$ cat src/tumbling_window_averager_unit_assert.svh
// Assertion macros for the tumbling window averager.
// Clocked on clk, disabled while rst_n is low; the including module supplies both.
`ifndef TUMBLING_WINDOW_AVERAGER_UNIT_ASSERT_SVH
`define TUMBLING_WINDOW_AVERAGER_UNIT_ASSERT_SVH

// Same-cycle implication.
`define TWA_ASSERT_IMPL(label, ante, cons) \
    label: assert property (@(posedge clk) disable iff (!rst_n) (ante) |-> (cons)) \
        else $error("twa assertion failed");

// Next-cycle implication.
`define TWA_ASSERT_NEXT(label, ante, cons) \
    label: assert property (@(posedge clk) disable iff (!rst_n) (ante) |=> (cons)) \
        else $error("twa assertion failed");

`endif

$ cat src/twa_pkg.sv
// Shared types and constants for the tumbling window averager.
// No dependencies; used by the divider and the top level.
package twa_pkg;

    localparam int FEATURE_COUNT  = 4;
    localparam int VALUE_BITS     = 32;
    localparam int STAMP_BITS     = 32;
    localparam int LABEL_BITS     = 16;
    localparam int FEAT_IDX_BITS  = $clog2(FEATURE_COUNT);
    localparam int CFG_INDEX_BITS = 2;

    localparam logic [CFG_INDEX_BITS-1:0] REG_WINDOW_WIDTH  = CFG_INDEX_BITS'(0);
    localparam logic [CFG_INDEX_BITS-1:0] REG_LABEL_ENABLED = CFG_INDEX_BITS'(1);

    localparam logic [STAMP_BITS-1:0] WIDTH_RESET = STAMP_BITS'(1000);

    typedef struct packed {
        logic        [STAMP_BITS-1:0]    stamp;
        logic signed [VALUE_BITS-1:0]    sample_0;
        logic signed [VALUE_BITS-1:0]    sample_1;
        logic signed [VALUE_BITS-1:0]    sample_2;
        logic signed [VALUE_BITS-1:0]    sample_3;
        logic        [FEATURE_COUNT-1:0] present_mask;
        logic signed [LABEL_BITS-1:0]    class_tag;
        logic                            end_of_stream;
    } sample_t;

    typedef struct packed {
        logic        [STAMP_BITS-1:0] window_begin;
        logic signed [VALUE_BITS-1:0] mean_0;
        logic signed [VALUE_BITS-1:0] mean_1;
        logic signed [VALUE_BITS-1:0] mean_2;
        logic signed [VALUE_BITS-1:0] mean_3;
        logic signed [LABEL_BITS-1:0] top_label;
        logic                         last_of_run;
    } result_t;

    typedef struct packed {
        logic [CFG_INDEX_BITS-1:0] index;
        logic [STAMP_BITS-1:0]     value;
    } cfg_write_t;

    typedef struct packed {
        logic busy;
        logic done;
    } div_stat_t;

endpackage

$ cat src/twa_div.sv
// Restoring unsigned divider, one quotient bit per cycle.
// Depends on twa_pkg for the status struct.
module twa_div #(
    parameter int DIVIDEND_BITS = 48,
    parameter int DIVISOR_BITS  = 32
) (
    input  logic                     clk,
    input  logic                     rst_n,
    input  logic                     start,
    input  logic [DIVIDEND_BITS-1:0] dividend,
    input  logic [DIVISOR_BITS-1:0]  divisor,
    output twa_pkg::div_stat_t       stat,
    output logic [DIVIDEND_BITS-1:0] quotient,
    output logic [DIVISOR_BITS-1:0]  remainder
);
    import twa_pkg::*;

    localparam int STEP_BITS = $clog2(DIVIDEND_BITS + 1);
    localparam logic [STEP_BITS-1:0] LAST_STEP = STEP_BITS'(DIVIDEND_BITS - 1);

    logic                     busy_reg;
    logic                     done_reg;
    logic [STEP_BITS-1:0]     step_reg;
    logic [DIVIDEND_BITS-1:0] quo_reg;
    logic [DIVISOR_BITS-1:0]  rem_reg;
    logic [DIVISOR_BITS-1:0]  divisor_reg;

    logic [DIVISOR_BITS:0]    shifted;
    logic [DIVISOR_BITS:0]    diff;
    logic                     fits;

    always_comb
    begin
        shifted = {rem_reg, quo_reg[DIVIDEND_BITS-1]};
        diff    = shifted - {1'b0, divisor_reg};
        fits    = (shifted >= {1'b0, divisor_reg});
    end

    always_ff @(posedge clk or negedge rst_n)
    begin
        if (!rst_n)
        begin
            busy_reg <= 1'b0;
            done_reg <= 1'b0;
            step_reg <= '0;
        end
        else if (start)
        begin
            busy_reg <= 1'b1;
            done_reg <= 1'b0;
            step_reg <= '0;
        end
        else if (busy_reg)
        begin
            step_reg <= step_reg + STEP_BITS'(1);
            if (step_reg == LAST_STEP)
            begin
                busy_reg <= 1'b0;
                done_reg <= 1'b1;
            end
        end
        else
        begin
            done_reg <= 1'b0;
        end
    end

    // Datapath: shift the dividend out as quotient bits shift in.
    always_ff @(posedge clk)
    begin
        if (start)
        begin
            quo_reg     <= dividend;
            rem_reg     <= '0;
            divisor_reg <= divisor;
        end
        else if (busy_reg)
        begin
            quo_reg <= {quo_reg[DIVIDEND_BITS-2:0], fits};
            rem_reg <= fits ? diff[DIVISOR_BITS-1:0] : shifted[DIVISOR_BITS-1:0];
        end
    end

    assign stat.busy = busy_reg;
    assign stat.done = done_reg;
    assign quotient  = quo_reg;
    assign remainder = rem_reg;

endmodule

$ cat config.mk
export PLATFORM = sky130hd
export DESIGN_NAME = twa_div
export DESIGN_NICKNAME = d
export VERILOG_FILES = /design/src/tumbling_window_averager_unit_assert.svh /design/src/twa_pkg.sv /design/src/twa_div.sv
export SDC_FILE = /design/constraint.sdc
export NUM_CORES = 1
export LEC_CHECK = 0
export BUFFER_PORTS_ARGS = -buffer_cell sky130_fd_sc_hd__buf_2
export CELL_PAD_IN_SITES_DETAIL_PLACEMENT = 0
export CELL_PAD_IN_SITES_GLOBAL_PLACEMENT = 1
export CORE_MARGIN = 4
export CORE_UTILIZATION = 38
export DETAILED_ROUTE_END_ITERATION = 10
export GPL_TIMING_DRIVEN = 1
export PLACE_DENSITY = 0.8
export SYNTH_ARGS = -nofsm -noshare
export SYNTH_HDL_FRONTEND = slang
export SYNTH_SLANG_ARGS = --single-unit
$ cat constraint.sdc
create_clock -name clk -period 2.7 [get_ports clk]
set_input_delay 0.81 -clock clk [delete_from_list [all_inputs] [get_ports clk]]
set_output_delay 0.81 -clock clk [all_outputs]
set_load 0.05 [all_outputs]
==> impl_metrics.ini <==
[timing]
final_max_slew_viol_count = 0
period_share_pct = 102
setup_ws_ps = -58.4
rsz0062_at_grt = yes
period_needed_ps = 2760
fin_setup_tns_ps = -195
final_hold_viol_count = 0
fmax_mhz = 363
setup_viol = 7
final.setup_skew_ps = 8.21
worst_pin_slew_ps = 515
slew_headroom_pct = 65.7

[route]
ant_nets = 0
viasPerCell = 5.22
drt-total-wl_mm = 18.3
dr_total_vias = 5688
drt-pass1-iter-count = 5
drc = 0
wl_per_cell_um = 16.8
drt_iter0_markers = 341

[floorplan]
initial_utilization_pct = 38.6
die_x_um = 140
io_pins = 165
rows = 48
die-height_um = 140
dieArea_um2 = 19700
core-area_um2 = 17200

[placement]
dp_slack_ps = -108
dp_hpwl_mm = 13.4
dp_cells = 1052
io_buffers = 164
gp_congestion = 0.819

[yosys]
yosys_register_bits = 120
synthTopCellsByArea = edfxtp_1 (36%), dfxtp_1 (9.6%), mux2_2 (8.1%)
avgSynthCellArea_um2 = 10.7
yosysTopAreaCellShare_pct = 36.1
synth_most_common_cell = edfxtp_1
syn-num-nets = 740
synth_cell_types = 55
synth-edff-count = 80
synth_warnings = 0
ys_seq_area_share_pct = 48.7
synth_ff_type = edfxtp_1
synth.largest_area_cell = edfxtp_1
synthTopCellsByCount = edfxtp_1 (80), nand2_1 (57), mux2_2 (48)
async_flop_share_pct = 6.67
syn_inst = 623
synth_area_um2 = 6660

[clock_network]
cts_sinks = 120
cts_tree = done
cts_buffers = 17
cts-root-buf = clkbuf_16
path_clk_slew_ps = 60
clock_path_buffers = 2
cts_htree_levels = 4
clkLatencyLatePin_ps = 420

[grt]
globalRouteTotalUtil_pct = 18.3
grt_max_degree = 47
grt_first_pass_wirelength_mm = 29.1
gr-total-overflow = 0
first_global_vias = 5750
antenna_found_initial = 0

[power]
ir_drop_v = 0.000556
p_leak_nw = 4.10
finalPower_mw = 9.87
power_density_nw_per_um2 = 1080

[hold_path]
min_path_type = input port to asynchronous set/reset pin

[final_layout]
syn2layout_area_growth_pct = 37.6
finalNonFillerCells = 1089
final.fill_count = 1534
largest_reg_flops = 48
multiInputGateArea_um2 = 3380
seq_area_um2 = 3270
drive_above_1_share_pct = 44.6
nNetsFinal = 968
num_antenna_cells = 0

[flow_run]
drv_cap = 0

[status]
status = finished, violations left
violations = setup timing

[worst_setup_path]
arrival_ps = 3060
cp-end-kind = register
path_class = register to register
worst-path-max-fanout = 4
reg2reg_depth = 12
crit_path_start_kind = register
cp.required_ps = 3000
-- per-stage QoR --
step / instance area (µm²) / hold WS, ps / utilization (%)
final: 9160 / 226 / 53.1
after global routing: 9160 / 222 / 53.1
after CTS: 8970 / 219 / 52.0
after detailed placement: 8300 / 492 / 48.2
after global placement: 8300 / 487 / 48.2
after floorplan: 6740 / 489 / -
-- kinds of logic after synthesis --
logic type | share of synthesized area, %
AOI/OAI and AO/OA | 16.0
xor gates and xnor gates | 3.55
adders and majority gates | 6.50
buffers and inverters | 4.36
DFF | 48.7
muxes | 8.57
and+or+nand+nor | 12.3
-- routing by layer --
metal	part of all wire (%)	GRT usage (%)
met3	6.5	5.43
met4	1.5	5.61
met2	49	29.9
met5	0	0
met1	43	23.4
-- area by class of cell --
cell class | count | share of cell area, %
sequential | 120 | 35.7
multi-input combinational | 430 | 36.9
timing repair buffer | 239 | 16.1
inverter | 43 | 1.76
clock buffer | 17 | 4.64
clock inverter | 15 | 1.84
tap | 225 | 3.07
-- worst paths after layout --
path | from | end | slack, ps
max | quotient[47]$_DFFE_PP_ | remainder[28]$_SDFFE_PP0P_ | -60
min | rst_n | step_reg[3]$_DFFE_PN0P_ | 230
max reg2reg | quotient[47]$_DFFE_PP_ | remainder[28]$_SDFFE_PP0P_ | -60
min reg2reg | remainder[12]$_SDFFE_PP0P_ | remainder[13]$_SDFFE_PP0P_ | 500
max in group asynchronous | rst_n | busy_reg$_DFF_PN0_ | 2290
min in group clk | remainder[12]$_SDFFE_PP0P_ | remainder[13]$_SDFFE_PP0P_ | 500
-- cell usage in the layout (no fill, tap or decap), types with 5 or more instances in the layout --
cell type / netlist / routed
a21o_1: 14 / 14
a21oi_1: 33 / 27
a21oi_2: 1 / 5
a311oi_1: 21 / 14
a311oi_2: 0 / 7
a31oi_1: 5 / 5
a41oi_1: 6 / 5
and3_1: 8 / 8
buf_12: 0 / 5
buf_2: 4 / 163
buf_4: 3 / 65
buf_6: 0 / 6
clkbuf_16: 0 / 17
clkinvlp_4: 0 / 5
dfrtp_1: 8 / 7
dfxtp_1: 32 / 15
dfxtp_2: 0 / 14
edfxtp_1: 80 / 80
ha_1: 33 / 25
ha_4: 0 / 6
inv_1: 43 / 40
mux2_2: 48 / 48
nand2_1: 57 / 57
nand3_1: 9 / 8
nand4_1: 9 / 9
nor2_1: 44 / 44
nor2b_1: 6 / 6
nor3_1: 10 / 10
nor3b_1: 10 / 8
o21a_1: 7 / 7
o21ai_0: 21 / 14
o21ai_1: 0 / 6
xnor2_1: 15 / 15
xor2_1: 12 / 12
-- report_power, final --
group	internal [mW]	switching (mW)	leakage [nW]	total (mW)
Sequential	2.33	0.264	1.20	2.59
Clock	1.38	0.910	0.277	2.29
Combinational	2.02	2.97	2.63	4.99
Total	5.73	4.14	4.10	9.87
-- worst max-delay path: stages (launching register included) --
cell      delay (ps)
edfxtp_1         390
inv_2            100
ha_4             130
inv_2             30
fa_2             330
a21o_1           210
a221oi_2         260
o211a_1          210
nor3b_1           70
a2111o_1         450
a31oi_1          210
xor2_1           190
o21ai_1           70
-- timing repair --
action / in CTS / in global routing
buffers inserted: 1 / 4
resized for setup: 13 / 36
pin swaps: 11 / 17
hold buffers: 0 / 0
endpoints found under the setup margin: 33 / 33
gates cloned: 0 / 0
No activity file was read; power rests on OpenSTA's default activity.
